===== src/design/utt_pkg.sv =====
// Shared types and constants of the UTF-8 transcoder.
`default_nettype none

package utt_pkg;

   localparam int UNIT_W   = 21;
   localparam int COUNT_W  = 16;
   localparam int MAX_UNITS = 4;
   localparam int NUNITS_W = 3;
   localparam int CSR_IDX_W = 1;
   localparam int CSR_DATA_W = 16;

   localparam logic [CSR_IDX_W-1:0] CSR_DEST_FORMAT = 1'd0;
   localparam logic [CSR_IDX_W-1:0] CSR_MAX_UNITS   = 1'd1;

   localparam logic [1:0] FMT_UTF8  = 2'd0;
   localparam logic [1:0] FMT_UTF16 = 2'd1;

   localparam logic [1:0] STATUS_DONE     = 2'd0;
   localparam logic [1:0] STATUS_REJECTED = 2'd1;
   localparam logic [1:0] STATUS_FULL     = 2'd2;

   typedef struct packed {
      logic [MAX_UNITS-1:0][UNIT_W-1:0] units;
      logic [NUNITS_W-1:0]              n_units;
      logic                             closes;
      logic [1:0]                       status;
      logic [COUNT_W-1:0]               base_count;
   } entry_type;

endpackage

`default_nettype wire


===== src/design/utt_queue.sv =====
// Small register queue of decoded entries between the front and back parts.
`default_nettype none

module utt_queue
   import utt_pkg::*;
#(
   parameter int Depth = 4
) (
   input  wire logic      clock,
   input  wire logic      reset,
   input  wire logic      wr_en,
   input  wire entry_type wr_data,
   output logic           q_full,
   input  wire logic      rd_en,
   output entry_type      rd_data,
   output logic           q_valid
);

   localparam int PTR_W = (Depth > 1) ? $clog2(Depth) : 1;
   localparam int CNT_W = $clog2(Depth + 1);

   entry_type            store_ff [Depth];
   logic [PTR_W-1:0]     wr_ptr_ff, wr_ptr_in;
   logic [PTR_W-1:0]     rd_ptr_ff, rd_ptr_in;
   logic [CNT_W-1:0]     count_ff, count_in;

   function automatic logic [PTR_W-1:0] bump(input logic [PTR_W-1:0] p);
      if (p == PTR_W'(Depth - 1)) begin
         return '0;
      end
      return p + PTR_W'(1);
   endfunction

   always_comb begin
      wr_ptr_in = wr_en ? bump(wr_ptr_ff) : wr_ptr_ff;
      rd_ptr_in = rd_en ? bump(rd_ptr_ff) : rd_ptr_ff;
      count_in  = count_ff;
      if (wr_en && !rd_en) begin
         count_in = count_ff + CNT_W'(1);
      end else if (rd_en && !wr_en) begin
         count_in = count_ff - CNT_W'(1);
      end
   end

   assign q_full  = (count_ff == CNT_W'(Depth));
   assign q_valid = (count_ff != '0);
   assign rd_data = store_ff[rd_ptr_ff];

   always_ff @(posedge clock) begin
      if (reset) begin
         wr_ptr_ff <= '0;
         rd_ptr_ff <= '0;
         count_ff  <= '0;
      end else begin
         wr_ptr_ff <= wr_ptr_in;
         rd_ptr_ff <= rd_ptr_in;
         count_ff  <= count_in;
      end
   end

   always_ff @(posedge clock) begin
      if (wr_en) begin
         store_ff[wr_ptr_ff] <= wr_data;
      end
   end

endmodule

`default_nettype wire


===== src/design/utt_front.sv =====
// Front part: configuration, byte assembly, code point checks and encoding.
`default_nettype none

module utt_front
   import utt_pkg::*;
(
   input  wire logic                  clock,
   input  wire logic                  reset,
   input  wire logic                  csr_we,
   input  wire logic [CSR_IDX_W-1:0]  csr_index,
   input  wire logic [CSR_DATA_W-1:0] csr_wdata,
   input  wire logic                  accept,
   input  wire logic [7:0]            in_byte,
   input  wire logic                  string_end,
   output logic                       push_en,
   output entry_type                  push_data
);

   logic [1:0]          fmt_ff;
   logic [COUNT_W-1:0]  max_ff;
   logic [UNIT_W-1:0]   partial_ff, partial_in;
   logic [1:0]          needed_ff, needed_in;
   logic [COUNT_W-1:0]  count_ff, count_in;
   logic                halted_ff, halted_in;
   logic [1:0]          reason_ff, reason_in;

   logic                active;
   logic                have_point;
   logic [UNIT_W-1:0]   cp;
   logic                rejected;
   logic                mark;
   logic [MAX_UNITS-1:0][UNIT_W-1:0] units;
   logic [NUNITS_W-1:0] n_enc;
   logic [NUNITS_W-1:0] n_out;
   logic [UNIT_W-1:0]   sup;
   logic [COUNT_W:0]    need_total;

   always_comb begin
      active     = !halted_ff && (max_ff != '0);
      have_point = 1'b0;
      cp         = '0;
      partial_in = partial_ff;
      needed_in  = needed_ff;
      if (active) begin
         if (needed_ff != 2'd0 && in_byte[7:6] == 2'b10) begin
            partial_in = {partial_ff[UNIT_W-7:0], in_byte[5:0]};
            needed_in  = needed_ff - 2'd1;
            if (needed_ff == 2'd1) begin
               have_point = 1'b1;
               cp         = {partial_ff[UNIT_W-7:0], in_byte[5:0]};
            end
         end else begin
            needed_in = 2'd0;
            priority if (!in_byte[7]) begin
               have_point = 1'b1;
               cp         = {13'd0, in_byte};
            end else if (in_byte[7:5] == 3'b110) begin
               partial_in = {16'd0, in_byte[4:0]};
               needed_in  = 2'd1;
            end else if (in_byte[7:4] == 4'b1110) begin
               partial_in = {17'd0, in_byte[3:0]};
               needed_in  = 2'd2;
            end else if (in_byte[7:3] == 5'b11110) begin
               partial_in = {18'd0, in_byte[2:0]};
               needed_in  = 2'd3;
            end else begin
               needed_in = 2'd0;
            end
         end
         if (have_point) begin
            partial_in = '0;
         end
      end
   end

   always_comb begin
      mark = (cp >= 21'h000300 && cp <= 21'h00036F) ||
             (cp >= 21'h001DC0 && cp <= 21'h001DFF) ||
             (cp >= 21'h0020D0 && cp <= 21'h0020FF) ||
             (cp >= 21'h00FE20 && cp <= 21'h00FE2F);
      rejected = (cp >= 21'h00D800 && cp <= 21'h00DFFF) ||
                 (cp >= 21'h00FDD0 && cp <= 21'h00FDEF) ||
                 (cp[15:1] == 15'h7FFF) ||
                 (cp > 21'h10FFFF) ||
                 (count_ff == '0 && mark);
   end

   always_comb begin
      units = '0;
      sup   = cp - 21'h010000;
      n_enc = 3'd1;
      if (fmt_ff == FMT_UTF8) begin
         priority if (cp <= 21'h00007F) begin
            units[0] = cp;
         end else if (cp <= 21'h0007FF) begin
            units[0] = {13'd0, 3'b110, cp[10:6]};
            units[1] = {13'd0, 2'b10, cp[5:0]};
            n_enc    = 3'd2;
         end else if (cp <= 21'h00FFFF) begin
            units[0] = {13'd0, 4'b1110, cp[15:12]};
            units[1] = {13'd0, 2'b10, cp[11:6]};
            units[2] = {13'd0, 2'b10, cp[5:0]};
            n_enc    = 3'd3;
         end else begin
            units[0] = {13'd0, 5'b11110, cp[20:18]};
            units[1] = {13'd0, 2'b10, cp[17:12]};
            units[2] = {13'd0, 2'b10, cp[11:6]};
            units[3] = {13'd0, 2'b10, cp[5:0]};
            n_enc    = 3'd4;
         end
      end else if (fmt_ff == FMT_UTF16 && cp > 21'h00FFFF) begin
         units[0] = {5'd0, 6'b110110, sup[19:10]};
         units[1] = {5'd0, 6'b110111, sup[9:0]};
         n_enc    = 3'd2;
      end else begin
         units[0] = cp;
      end
      need_total = {1'b0, count_ff} + {{(COUNT_W-2){1'b0}}, n_enc};
   end

   always_comb begin
      n_out     = '0;
      halted_in = halted_ff;
      reason_in = reason_ff;
      if (have_point) begin
         if (rejected) begin
            halted_in = 1'b1;
            reason_in = STATUS_REJECTED;
         end else if (need_total > {1'b0, max_ff}) begin
            halted_in = 1'b1;
            reason_in = STATUS_FULL;
         end else begin
            n_out = n_enc;
         end
      end
      count_in = count_ff + {{(COUNT_W-NUNITS_W){1'b0}}, n_out};

      push_data.units      = units;
      push_data.n_units    = n_out;
      push_data.closes     = string_end;
      push_data.status     = reason_in;
      push_data.base_count = count_ff;
      push_en              = accept && (n_out != '0 || string_end);
   end

   always_ff @(posedge clock) begin
      if (reset) begin
         fmt_ff     <= FMT_UTF16;
         max_ff     <= 16'hFFFF;
         partial_ff <= '0;
         needed_ff  <= '0;
         count_ff   <= '0;
         halted_ff  <= 1'b0;
         reason_ff  <= STATUS_DONE;
      end else begin
         if (csr_we) begin
            unique case (csr_index)
               CSR_DEST_FORMAT: fmt_ff <= csr_wdata[1:0];
               CSR_MAX_UNITS:   max_ff <= csr_wdata;
               default: ;
            endcase
         end
         if (accept) begin
            if (string_end) begin
               partial_ff <= '0;
               needed_ff  <= '0;
               count_ff   <= '0;
               halted_ff  <= 1'b0;
               reason_ff  <= STATUS_DONE;
            end else begin
               partial_ff <= partial_in;
               needed_ff  <= needed_in;
               count_ff   <= count_in;
               halted_ff  <= halted_in;
               reason_ff  <= reason_in;
            end
         end
      end
   end

endmodule

`default_nettype wire


===== src/design/utt_back.sv =====
// Back part: walks each queued entry and issues one result per cycle while results are popped.
`default_nettype none

module utt_back
   import utt_pkg::*;
(
   input  wire logic                clock,
   input  wire logic                reset,
   input  wire logic                q_valid,
   input  wire entry_type           head,
   output logic                     q_pop,
   output logic                     empty,
   input  wire logic                pop,
   output logic [UNIT_W-1:0]        rsp_code_unit,
   output logic                     rsp_unit_present,
   output logic                     rsp_last_of_run,
   output logic                     rsp_string_done,
   output logic [1:0]               rsp_stop_status,
   output logic [COUNT_W-1:0]       rsp_units_written
);

   logic [1:0]          idx_ff, idx_in;
   logic                valid_ff, valid_in;
   logic [UNIT_W-1:0]   code_ff;
   logic                present_ff, last_ff, done_ff;
   logic [1:0]          status_ff;
   logic [COUNT_W-1:0]  written_ff;

   logic                load;
   logic                present;
   logic                last;

   always_comb begin
      load    = q_valid && (!valid_ff || pop);
      present = (head.n_units != '0);
      last    = !present || ({1'b0, idx_ff} == head.n_units - NUNITS_W'(1));
      q_pop   = load && last;
      idx_in  = idx_ff;
      if (load) begin
         idx_in = last ? 2'd0 : idx_ff + 2'd1;
      end
      valid_in = load || (valid_ff && !pop);
   end

   always_ff @(posedge clock) begin
      if (reset) begin
         idx_ff   <= '0;
         valid_ff <= 1'b0;
      end else begin
         idx_ff   <= idx_in;
         valid_ff <= valid_in;
      end
   end

   always_ff @(posedge clock) begin
      if (load) begin
         code_ff    <= present ? head.units[idx_ff] : '0;
         present_ff <= present;
         last_ff    <= last;
         done_ff    <= last && head.closes;
         status_ff  <= (last && head.closes) ? head.status : STATUS_DONE;
         written_ff <= head.base_count + {{(COUNT_W-2){1'b0}}, idx_ff}
                       + {{(COUNT_W-1){1'b0}}, present};
      end
   end

   assign empty             = !valid_ff;
   assign rsp_code_unit     = code_ff;
   assign rsp_unit_present  = present_ff;
   assign rsp_last_of_run   = last_ff;
   assign rsp_string_done   = done_ff;
   assign rsp_stop_status   = status_ff;
   assign rsp_units_written = written_ff;

endmodule

`default_nettype wire


===== src/design/utf8_to_utf16_utf32_transcoder.sv =====
// Top level of the UTF-8 to UTF-8/UTF-16/UTF-32 transcoder.
//
//   Channel  Handshake       Payload
//   req      push / full     req_in_byte, req_string_end
//   rsp      empty / pop     rsp_code_unit, unit_present, last_of_run,
//                            string_done, stop_status, units_written
//   csr      csr_we          csr_index, csr_wdata
//
// One input byte is taken per cycle while the entry queue has room; the
// front decodes and checks it in the cycle it is accepted.
// The back issues one result per cycle while results are popped, so a byte that yields
// four UTF-8 units takes four output results; the queue absorbs the difference.
// A full queue stalls the input; a held result stalls only the back part.
// Reset is synchronous and clears all string state and restores defaults.
`default_nettype none

module utf8_to_utf16_utf32_transcoder
   import utt_pkg::*;
#(
   parameter int QUEUE_DEPTH = 4
) (
   input  wire logic                  clock,
   input  wire logic                  reset,
   input  wire logic                  push,
   output logic                       full,
   input  wire logic [7:0]            req_in_byte,
   input  wire logic                  req_string_end,
   output logic                       empty,
   input  wire logic                  pop,
   output logic [UNIT_W-1:0]          rsp_code_unit,
   output logic                       rsp_unit_present,
   output logic                       rsp_last_of_run,
   output logic                       rsp_string_done,
   output logic [1:0]                 rsp_stop_status,
   output logic [COUNT_W-1:0]         rsp_units_written,
   input  wire logic                  csr_we,
   input  wire logic [CSR_IDX_W-1:0]  csr_index,
   input  wire logic [CSR_DATA_W-1:0] csr_wdata
);

   logic      accept;
   logic      q_wr;
   logic      q_rd;
   logic      q_full;
   logic      q_valid;
   entry_type wr_entry;
   entry_type head;

   assign full   = q_full;
   assign accept = push && !q_full;

   utt_front u_front (
      .clock      (clock),
      .reset      (reset),
      .csr_we     (csr_we),
      .csr_index  (csr_index),
      .csr_wdata  (csr_wdata),
      .accept     (accept),
      .in_byte    (req_in_byte),
      .string_end (req_string_end),
      .push_en    (q_wr),
      .push_data  (wr_entry)
   );

   utt_queue #(
      .Depth (QUEUE_DEPTH)
   ) u_queue (
      .clock   (clock),
      .reset   (reset),
      .wr_en   (q_wr),
      .wr_data (wr_entry),
      .q_full  (q_full),
      .rd_en   (q_rd),
      .rd_data (head),
      .q_valid (q_valid)
   );

   utt_back u_back (
      .clock             (clock),
      .reset             (reset),
      .q_valid           (q_valid),
      .head              (head),
      .q_pop             (q_rd),
      .empty             (empty),
      .pop               (pop),
      .rsp_code_unit     (rsp_code_unit),
      .rsp_unit_present  (rsp_unit_present),
      .rsp_last_of_run   (rsp_last_of_run),
      .rsp_string_done   (rsp_string_done),
      .rsp_stop_status   (rsp_stop_status),
      .rsp_units_written (rsp_units_written)
   );

endmodule

`default_nettype wire


===== config.mk =====
export PLATFORM = sky130hd
export DESIGN_NAME = utf8_to_utf16_utf32_transcoder
export DESIGN_NICKNAME = d
export VERILOG_FILES = /design/src/design/utt_pkg.sv /design/src/design/utt_queue.sv /design/src/design/utt_front.sv /design/src/design/utt_back.sv /design/src/design/utf8_to_utf16_utf32_transcoder.sv
export SDC_FILE = /design/constraint.sdc
export NUM_CORES = 1
export LEC_CHECK = 0
export ABC_AREA = 1
export BUFFER_PORTS_ARGS = -buffer_cell sky130_fd_sc_hd__clkbuf_2
export CAP_MARGIN = 20
export CORE_MARGIN = 2
export CORE_UTILIZATION = 40
export DETAILED_ROUTE_END_ITERATION = 6
export SYNTH_ARGS = -nofsm -noshare
export SYNTH_HDL_FRONTEND = slang
export SYNTH_SLANG_ARGS = --single-unit

===== constraint.sdc =====
create_clock -name clock -period 10.88 [get_ports clock]
set_input_delay 2.176 -clock clock [delete_from_list [all_inputs] [get_ports clock]]
set_output_delay 2.176 -clock clock [all_outputs]
set_load 0.01 [all_outputs]

==> reports/results.md, run 1 <==
### Placed design
* **DP HPWL** 31040 um
* **gpl congestion** 0.9438
* **Port Buffers** 74
* **Cell Count Post-Placement** 2365

### Power
* **power density over cell area** 221.4 mW/mm2
* **IR drop worst, VDD** 258.8 uV
* **total power of the final layout** 4.501 mW
* **leakage power** 7.765 nW

### Detailed routing
* **WL per Instance** 19.53 um
* **TritonRoute pass-1 iters** 7
* **Detail Route Antenna Nets** 0
* **Detailed Route Iter0 Violations** 1108
* **post-route DRC violation count** 0
* **drt total wl** 47700 um
* **Avg Vias per Cell** 5.437
* **Via Count** 13.28k

### Cells and area
* **fraction of final layout cells with drive strength greater than 1** 0.1281
* **commonest cells after routing, fill and taps aside** 314 x edfxtp_1, 251 x nor2_1, 234 x nand2_1, 168 x o21ai_0, 137 x inv_1
* **area delta synth->final** 13.51%
* **non-filler instance count after layout** 2442
* **most common cell after layout, fill and taps aside** edfxtp_1
* **number of nets in the layout** 1887
* **diodes inserted** 0

### Synth
* **synthesis-stage register bit count** 380
* **sequential fraction of the synthesis area** 0.6003
* **warning count from the yosys run** 0
* **mean area per synthesized cell** 10.19 um2
* **number of flops mapped to enable cells by yosys** 314
* **Cells after Synth** 1758
* **synthesized area** 0.01791 mm2
* **number of nets produced by synthesis** 1828
* **async set-or-reset flop fraction in the synthesized netlist** 0
* **prevailing post-synth register cell** edfxtp_1
* **number of distinct library cell variants in the gate-level netlist after synthesis** 56

### Global route
* **residual overflow from global routing** 0
* **number of global-route vias before repair** 12.72k
* **antenna violations before repair** 0
* **largest net degree at the start of global routing** 107
* **global-route wire length before repair** 73530 um
* **all-layer global routing usage** 0.2033

### Flow run
* **Max Cap Violations** 0

### Floorplan
* **starting utilization of the core area** 0.4050
* **DIE AREA** 0.04648 mm2
* **Die Ht** 215.6 um
* **Horiz. Die Dim** 215.6 um
* **area of the core region** 0.04422 mm2
* **number of rows in the core area** 77
* **number of ports placed on the die boundary** 75

### Setup path
* **Crit Path Max Fanout** 26
* **category of the critical setup timing path** in2reg
* **type of destination of the critical path** flip-flop
* **nature of the critical path startpoint** input pin
* **most prevalent standard cell on the critical path** nor2_1
* **arrival time at the worst endpoint** 9890 ps
* **max incr delay on CP** 420 ps
* **required time of the critical path** 11300 ps
* **slowest library cell on the worst path** fa_1

### Clock network
* **total clock sinks** 380
* **Root Buffer** clkbuf_16
* **clock transition at the registers of the reported paths** 60 ps
* **count of instances resized after the clock tree is built** 0
* **Clock Path Buffers** 3
* **Post-CTS Setup Inserts** 0
* **TritonCTS Buffers** 41
* **number of H-tree branching levels** 2
* **hold buffers post-CTS** 0
* **latest clock arrival within the worst-skew pair** 560 ps
* **TritonCTS clock tree** done

### STA
* **Tmin final** 9465 ps
* **RSZ-0062 raised after global routing** false
* **headroom to the max-slew limit** 0.3245
* **final worst path period share** 0.8700
* **worst clock skew** 13.54 ps
* **final-layout setup total negative slack** 0 ps
* **final number of max-transition violations** 0
* **Worst-Margin Slew** 1011 ps
* **number of setup violations in the final report** 0
* **final hold violation count** 0
* **FMAX** 0.1057 GHz

### Outcome
* **status** finished clean

### Worst hold path
* **class of the worst hold path** reg2reg

-- logic make-up (layout without fill, tap and decap cells) --
logic type	after synthesis	count (layout)	share of synthesized area
AND/OR/NAND/NOR	700	700	0.1806
flip-flops	380	380	0.6003
AO/OA/AOI/OAI	378	378	0.1244
buffers and inverters	229	321	0.04981
adder cells (fa/ha/maj)	39	39	0.02934
XOR/XNOR	32	32	0.01565
-- path summary, 6_finish.rpt --
path / start / to / slack (ps) / depth (start not counted)
worst max-delay path: req_in_byte[6] / u_front.count_ff[13] / 1410 / 46
worst min-delay path: u_front.partial_ff[9] / u_front.partial_ff[9] / 460 / 2
worst max register to register: u_front.needed_ff[0] / u_front.count_ff[13] / 2540 / 47
worst min register to register: u_front.partial_ff[9] / u_front.partial_ff[9] / 460 / 2
-- final cells by class --
class | instances | area (um2)
sequential | 380 | 10760
inverter | 153 | 576.8
timing repair buffer | 92 | 575.6
multi-input combinational | 1149 | 6305
fill | 4100 | 23890
clock buffer | 53 | 1154
clock inverter | 23 | 222.7
tap | 592 | 740.7
-- metal layers --
metal | GRT usage | part of all wire
met1 | 0.2888 | 0.45
met2 | 0.3200 | 0.46
met5 | 0 | 0
met3 | 0.03876 | 0.069
met4 | 0.05264 | 0.019
-- stage by stage --
stage	setup WS [ps]	hold slack [ps]	area (um2)	utilization
floorplan	904.1	445.4	17910	-
global placement	1183	454.6	18930	0.4280
detailed placement	1031	457.6	18930	0.4280
CTS	1554	467.0	20300	0.4591
global route	539.7	505.3	20330	0.4597
finish	1415	463.9	20330	0.4597
-- where the power goes --
group	switching [mW]	total, mW	internal [mW]	leakage, nW
Combinational	0.822	1.18	0.357	3.56
Sequential	0.0706	1.91	1.84	3.53
Clock	0.568	1.41	0.845	0.674
Total	1.46	4.50	3.04	7.77
-- state kept, by name, summed over array words and instances, names as in the netlist, named ones only --
register                  count
u_queue.wr_ptr_ff             2
u_queue.rd_ptr_ff             2
u_back.rsp_stop_status        2
u_front.needed_ff             2
u_queue.store_ff            272
u_front.max_ff               16
u_back.rsp_string_done        1
u_back.rsp_code_unit         21
u_front.count_ff             16
u_queue.count_ff              3
u_front.fmt_ff                2
u_front.partial_ff           15
u_back.rsp_last_of_run        1
u_back.idx_ff                 2
u_back.valid_ff               1
u_front.halted_ff             1
u_back.rsp_units_written     16
u_front.reason_ff             2
u_back.rsp_unit_present       1
-- synth_stat cells, drive strengths merged, types with 5 or more instances --
library cell / instances / area [um2]
xor2: 28 / 245.2
nand3: 103 / 610.6
clkbuf: 62 / 232.7
a32oi: 7 / 61.31
nor3: 32 / 192.7
edfxtp: 314 / 9429
o21ai: 172 / 872.1
a21oi: 84 / 427.9
o211ai: 26 / 200.2
nand2: 245 / 967.2
buf: 14 / 85.08
dfxtp: 66 / 1321
a31oi: 5 / 31.28
o221ai: 24 / 210.2
o22ai: 39 / 244.0
fa: 5 / 100.1
nand4: 23 / 158.9
nor4: 10 / 62.56
nor2: 281 / 1186
ha: 34 / 425.4
inv: 150 / 563.0
-- worst max-delay path: cells and delay by family --
family / cells / cell delay, ps
AO/OA/AOI/OAI: 10 / 1620
AND/OR/NAND/NOR: 22 / 3140
buffers and inverters: 8 / 1130
adder cells (fa/ha/maj): 5 / 1650
XOR/XNOR: 1 / 150
Note: power is estimated with default switching activity, not from simulation.
==> run 2, diff against run 1 <==
--- a/config.mk
+++ b/config.mk
@@ -5,8 +5,7 @@
 export SDC_FILE = /design/constraint.sdc
 export NUM_CORES = 1
 export LEC_CHECK = 0
-export ABC_AREA = 1
-export BUFFER_PORTS_ARGS = -buffer_cell sky130_fd_sc_hd__clkbuf_2
+export BUFFER_PORTS_ARGS = -buffer_cell sky130_fd_sc_hd__buf_2
 export CAP_MARGIN = 20
 export CORE_MARGIN = 2
 export CORE_UTILIZATION = 40
==> reports/results.md, run 2 <==
### Setup path
* **max incr delay on CP** 440 ps, was 420 ps
* **Reg2Reg Setup Slack** 2010 ps, was 2540 ps
* **required time of the critical path** 11370 ps, was 11300 ps
* **arrival time at the worst endpoint** 10020 ps, was 9890 ps
* **slowest library cell on the worst path** and3_1, was fa_1
* **Crit Path Max Fanout** 23, was 26
* **capture point of the worst reg-to-reg path** u_front.count_ff[14], was u_front.count_ff[13]
* **nature of the critical path startpoint** input pin, unchanged
* **reg-to-reg critical path startpoint** u_front.max_ff[7], was u_front.needed_ff[0]
* **type of destination of the critical path** flip-flop, unchanged
* **most prevalent standard cell on the critical path** nand2_1, was nor2_1
* **FF-to-FF path depth** 39, was 47
* **category of the critical setup timing path** in2reg, unchanged

### Clock network
* **Post-CTS Setup Inserts** 0, unchanged
* **count of instances resized after the clock tree is built** 0, unchanged
* **Root Buffer** clkbuf_16, unchanged
* **number of H-tree branching levels** 2, unchanged
* **latest clock arrival within the worst-skew pair** 560 ps, about the same
* **hold buffers post-CTS** 0, unchanged
* **TritonCTS Buffers** 41, unchanged
* **total clock sinks** 380, unchanged
* **Clock Path Buffers** 3, unchanged
* **clock transition at the registers of the reported paths** 60 ps, about the same
* **TritonCTS clock tree** done, unchanged

### Synth
* **library cell with the highest instance count after synthesis** edfxtp_1, unchanged
* **async set-or-reset flop fraction in the synthesized netlist** 0, unchanged
* **synthesized area** 0.01739 mm2, was 0.01791 mm2
* **synthesis-stage register bit count** 380, unchanged
* **fraction of synthesized cell area taken by the top area cell type** 0.5422, was 0.5265
* **number of distinct library cell variants in the gate-level netlist after synthesis** 81, was 56
* **Cells after Synth** 1285, was 1758
* **warning count from the yosys run** 0, unchanged
* **sequential fraction of the synthesis area** 0.6181, was 0.6003
* **prevailing post-synth register cell** edfxtp_1, unchanged
* **number of nets produced by synthesis** 1355, was 1828
* **number of flops mapped to enable cells by yosys** 314, unchanged
* **dominant cells by area after synthesis** edfxtp_1 54%, mux4_2 9.7%, dfxtp_1 7.6%, was edfxtp_1 53%, dfxtp_1 7.4%, nor2_1 5.4%
* **cell type contributing the most total cell area after synthesis** edfxtp_1, unchanged
* **mean area per synthesized cell** 13.53 um2, was 10.19 um2
* **top cells by count, synth** 314 x edfxtp_1, 100 x nand2_1, 85 x nor2_1, was 314 x edfxtp_1, 256 x nor2_1, 234 x nand2_1

### Worst hold path
* **hold-critical path depth** 2, unchanged
* **Endpoint, Worst Hold** u_front.max_ff[13], was u_front.partial_ff[9]
* **class of the worst hold path** reg2reg, unchanged
* **hold wc startpoint** u_front.max_ff[13], was u_front.partial_ff[9]

### Flow run
* **Max Cap Violations** 0, unchanged

### STA
* **final hold violation count** 0, unchanged
* **RSZ-0062 raised after global routing** false, unchanged
* **Worst-Margin Slew** 1048 ps, was 1011 ps
* **final worst path period share** 0.8764, was 0.8700
* **FMAX** 0.1049 GHz, was 0.1057 GHz
* **number of setup violations in the final report** 0, unchanged
* **final-layout setup total negative slack** 0 ps, unchanged
* **final worst setup slack** 1345 ps, was 1415 ps
* **headroom to the max-slew limit** 0.3002, was 0.3245
* **worst clock skew** 14.53 ps, was 13.54 ps
* **Min Hold Slack** 481.5 ps, was 463.9 ps
* **Tmin final** 9535 ps, was 9465 ps
* **final number of max-transition violations** 0, unchanged

### Power
* **leakage power** 6.904 nW, was 7.765 nW
* **power density over cell area** 209.4 mW/mm2, was 221.4 mW/mm2
* **total power of the final layout** 4.121 mW, was 4.501 mW
* **IR drop worst, VDD** 110.9 uV, was 258.8 uV

### Detailed routing
* **WL per Instance** 21.26 um, was 19.53 um
* **Via Count** 10.91k, was 13.28k
* **Detail Route Antenna Nets** 0, unchanged
* **Detailed Route Iter0 Violations** 1044, was 1108
* **drt total wl** 41820 um, was 47700 um
* **TritonRoute pass-1 iters** 7, unchanged
* **post-route DRC violation count** 1, was 0
* **Avg Vias per Cell** 5.546, was 5.437

### Global route
* **global-route wire length before repair** 64870 um, was 73530 um
* **largest net degree at the start of global routing** 66, was 107
* **all-layer global routing usage** 0.1896, was 0.2033
* **number of global-route vias before repair** 10.85k, was 12.72k
* **residual overflow from global routing** 0, unchanged
* **antenna violations before repair** 0, unchanged

### Placed design
* **pre-CTS worst setup slack** 883.0 ps, was 1031 ps
* **gpl congestion** 0.9183, was 0.9438
* **DP HPWL** 28160 um, was 31040 um
* **Port Buffers** 74, unchanged

### Outcome
* **status** complete, but fails checks, was finished clean
* **violations in the final reports** design-rule violations

### Floorplan
* **Die Ht** 212.5 um, was 215.6 um
* **DIE AREA** 0.04516 mm2, was 0.04648 mm2
* **starting utilization of the core area** 0.4046, was 0.4050
* **number of rows in the core area** 76, was 77
* **number of ports placed on the die boundary** 75, unchanged
* **Horiz. Die Dim** 212.5 um, was 215.6 um
* **area of the core region** 0.04298 mm2, was 0.04422 mm2

### Cells and area
* **number of nets in the layout** 1419, was 1887
* **max reg flops** 272, unchanged
* **top register by number of flip-flops** u_queue.store_ff, unchanged
* **diodes inserted** 0, unchanged
* **fraction of final layout cells with drive strength greater than 1** 0.1881, was 0.1281
* **area delta synth->final** 13.17%, was 13.51%
* **most common cell after layout, fill and taps aside** edfxtp_1, unchanged
* **commonest cells after routing, fill and taps aside** 314 x edfxtp_1, 100 x nand2_1, 85 x nor2_1, 78 x nand3_1, 75 x mux4_2, was 314 x edfxtp_1, 251 x nor2_1, 234 x nand2_1, 168 x o21ai_0, 137 x inv_1
* **final core occ** 0.4579, was 0.4597

==> run 2: cell count changes after synthesis, sizes merged, moves of 19 or more <==
cell,change
o211ai,-19
and2,+22
nand3,-24
o221ai,-20
inv,-105
nand2,-144
o21ai,-136
a21oi,-32
o22ai,-31
nor2,-196
mux4,+75
==> run 2: worst max-delay path, delay by kind of cell <==
family | cells | cell delay, ps
buf+inv | 5 | 1040
compound gates | 4 | 550
simple gates | 24 | 4250
xor+xnor | 1 | 150
fa+ha+maj | 6 | 1810
==> run 2: kinds of logic (layout without fill, tap and decap cells) <==
group	Yosys count	count (layout)	synth area share
AO/OA/AOI/OAI	176	176	0.06640
XOR/XNOR	43	43	0.02165
adder cells (fa/ha/maj)	41	41	0.03137
buffers and inverters	120	217	0.02777
flip-flops	380	380	0.6181
multiplexers	83	83	0.1018
AND/OR/NAND/NOR	442	442	0.1329
==> run 2: report_power, final <==
group	total [mW]	switching (mW)	internal, mW
sequential	1.92	0.0943	1.83
combinational	0.872	0.475	0.398
clock	1.33	0.570	0.755
==> run 2: routing by layer <==
metal / wire [um] / vias up / share of wire / global-route usage
li1: - / 5073 / - / -
met2: 19420 / 317 / 0.46 / 0.2991
met1: 19160 / 5464 / 0.46 / 0.2712
met3: 2410 / 55 / 0.058 / 0.03353
met5: 0 / - / 0 / 0
met4: 834 / 0 / 0.020 / 0.05112
==> run 2: cell type report <==
| cell class | instances | area (um2) |
|---|---|---|
| fill | 3858 | 23300 |
| sequential | 380 | 10760 |
| inverter | 46 | 176.4 |
| tap | 585 | 732.0 |
| multi-input combinational | 785 | 6205 |
| timing repair buffer | 95 | 528.0 |
| clock buffer | 51 | 1074 |
| clock inverter | 25 | 211.5 |
==> run 2: worst max-delay path by stage <==
stage / slack (ps) / endpoint / cells past startpoint / from
floorplan: 1400 / u_queue.store_ff[0][0] / 30 / req_in_byte[6]
global placement: 1150 / u_front.count_ff[12] / 40 / req_in_byte[6]
detailed placement: 880 / u_front.count_ff[12] / 40 / req_in_byte[6]
CTS: 1470 / u_front.count_ff[12] / 40 / req_in_byte[6]
global route: 590 / u_front.count_ff[14] / 40 / req_in_byte[6]
finish: 1340 / u_front.count_ff[14] / 40 / req_in_byte[6]
==> run 2: through the flow <==
step	area, um2	cells
after floorplan	17390	1285
after global placement	18390	1890
after detailed placement	18390	1890
after CTS	19670	1966
after global routing	19680	1967
final	19680	1967
==> run 3, diff against run 2 <==
==> constraint.sdc (replaced) <==
create_clock -name clock -period 11.4 [get_ports clock]
set_input_delay 2.28 -clock clock [delete_from_list [all_inputs] [get_ports clock]]
set_output_delay 2.28 -clock clock [all_outputs]
set_load 0.01 [all_outputs]
==> reports/results.md, run 3 (synthesized netlist as in run 2, its figures left out) <==
### STA
* **final hold violation count** 0, unchanged
* **final number of max-transition violations** 0, unchanged
* **worst clock skew** 10.45 ps, was 14.53 ps
* **Tmin final** 10040 ps
* **Worst-Margin Slew** 1075 ps, was 1048 ps
* **final-layout setup total negative slack** 0 ps, unchanged
* **FMAX** 0.09961 GHz
* **Min Hold Slack** 486.5 ps, was 481.5 ps
* **number of setup violations in the final report** 0, unchanged
* **headroom to the max-slew limit** 0.2832, was 0.3002
* **final worst setup slack** 1360 ps, was 1345 ps
* **RSZ-0062 raised after global routing** false, unchanged
* **final worst path period share** 0.8807

### Clock network
* **TritonCTS Buffers** 41, unchanged
* **hold buffers post-CTS** 0, unchanged
* **Clock Path Buffers** 3, unchanged
* **Post-CTS Setup Inserts** 0, unchanged
* **total clock sinks** 380, unchanged
* **clock transition at the registers of the reported paths** 60 ps, about the same
* **Root Buffer** clkbuf_16, unchanged
* **number of H-tree branching levels** 2, unchanged
* **count of instances resized after the clock tree is built** 0, unchanged
* **latest clock arrival within the worst-skew pair** 560 ps, about the same
* **TritonCTS clock tree** done, unchanged

### Detailed routing
* **Detail Route Antenna Nets** 0, unchanged
* **Via Count** 10.94k, was 10.91k
* **WL per Instance** 21.13 um, was 21.26 um
* **Detailed Route Iter0 Violations** 932, was 1044
* **TritonRoute pass-1 iters** 5, was 7
* **drt total wl** 41500 um, was 41820 um
* **Avg Vias per Cell** 5.568, was 5.546
* **post-route DRC violation count** 0, was 1

### Worst hold path
* **class of the worst hold path** reg2reg, unchanged

### Floorplan
* **number of ports placed on the die boundary** 75, unchanged
* **area of the core region** 0.04298 mm2, unchanged
* **starting utilization of the core area** 0.4046, unchanged
* **Horiz. Die Dim** 212.5 um, unchanged
* **Die Ht** 212.5 um, unchanged
* **number of rows in the core area** 76, unchanged
* **DIE AREA** 0.04516 mm2, unchanged

### Placed design
* **Port Buffers** 74, unchanged
* **gpl congestion** 0.9367, was 0.9183
* **Cell Count Post-Placement** 1890, unchanged
* **DP HPWL** 27730 um, was 28160 um
* **pre-CTS worst setup slack** 881.7 ps, was 883.0 ps
* **cell area reported after detailed placement** 0.01839 mm2, unchanged

### Cells and area
* **final core occ** 0.4595, was 0.4579
* **area delta synth->final** 13.56%, was 13.17%
* **area of combinational cells with multiple inputs** 0.006205 mm2, unchanged
* **storage element area** 0.01076 mm2, unchanged
* **commonest cells after routing, fill and taps aside** 314 x edfxtp_1, 100 x nand2_1, 85 x nor2_1, 78 x nand3_1, 75 x mux4_2, unchanged
* **max reg flops** 272, unchanged
* **final design instance area without fill** 0.01975 mm2, was 0.01968 mm2
* **non-filler instance count after layout** 1964, was 1967
* **number of nets in the layout** 1418, was 1419
* **diodes inserted** 0, unchanged
* **most common cell after layout, fill and taps aside** edfxtp_1, unchanged
* **fraction of final layout cells with drive strength greater than 1** 0.1900, was 0.1881
* **layout filler cell count** 3875, was 3858
* **top register by number of flip-flops** u_queue.store_ff, unchanged

### Setup path
* **category of the critical setup timing path** in2reg, unchanged
* **required time of the critical path** 11890 ps, was 11370 ps
* **most prevalent standard cell on the critical path** ha_1, was nand2_1
* **Crit Path Max Fanout** 23, unchanged
* **nature of the critical path startpoint** input pin, unchanged
* **max incr delay on CP** 680 ps, was 440 ps
* **arrival time at the worst endpoint** 10530 ps, was 10020 ps
* **type of destination of the critical path** flip-flop, unchanged
* **slowest library cell on the worst path** nor3_2, was and3_1

### Global route
* **number of global-route vias before repair** 10.80k, was 10.85k
* **residual overflow from global routing** 0, unchanged
* **all-layer global routing usage** 0.1883, was 0.1896
* **global-route wire length before repair** 64400 um, was 64870 um
* **antenna violations before repair** 0, unchanged
* **largest net degree at the start of global routing** 51, was 66

### Power
* **IR drop worst, VDD** 123.0 uV, was 110.9 uV
* **total power of the final layout** 3.994 mW, was 4.121 mW
* **power density over cell area** 202.2 mW/mm2, was 209.4 mW/mm2
* **leakage power** 6.956 nW, was 6.904 nW

### Outcome
* **status** finished clean, was complete, but fails checks

### Flow run
* **Max Cap Violations** 0, unchanged

## run 3: cell count changes in the layout (fill, tap and decap cells not counted), moves of 2 or more
cell,change
clkinvlp_4,-4
clkbuf_8,+4
clkbuf_1,-2
clkinv_1,-3
## run 3: metal layers
metal | track usage | vias to the layer above | part of all wire
met4 | 0.06704 | 0 | 0.028
li1 | - | 5068 | -
met1 | 0.2741 | 5526 | 0.47
met2 | 0.2925 | 272 | 0.46
met3 | 0.02216 | 70 | 0.043
met5 | 0 | - | 0
## run 3: power by group
part           switching (mW)  leakage [nW]  internal, mW  total [mW]
clock                   0.544         0.666         0.783        1.33
sequential             0.0888          3.51          1.75        1.84
combinational           0.452          2.78         0.379       0.831
## run 3: worst max-delay path, delay by kind of cell
family	cells	cell delay (ps)
fa+ha+maj	6	1720
xor+xnor	1	120
simple gates	19	4340
compound gates	6	1380
buf+inv	3	650
## run 3: layout make-up
cell class,count,area share
sequential,380,0.5446
multi-input combinational,785,0.3142
clock buffer,54,0.05803
tap,585,0.03706
timing repair buffer,94,0.02635
clock inverter,20,0.01090
inverter,46,0.008933
## run 3: path summary, 6_finish.rpt
check                             from                   end  slack, ps  cells after the start
hold / removal       u_front.max_ff[1]     u_front.max_ff[1]        490                      2
setup / recovery        req_in_byte[6]  u_front.count_ff[14]       1360                     35
setup reg to reg  u_front.needed_ff[0]  u_front.count_ff[14]       2540                     36
hold reg to reg      u_front.max_ff[1]     u_front.max_ff[1]        490                      2
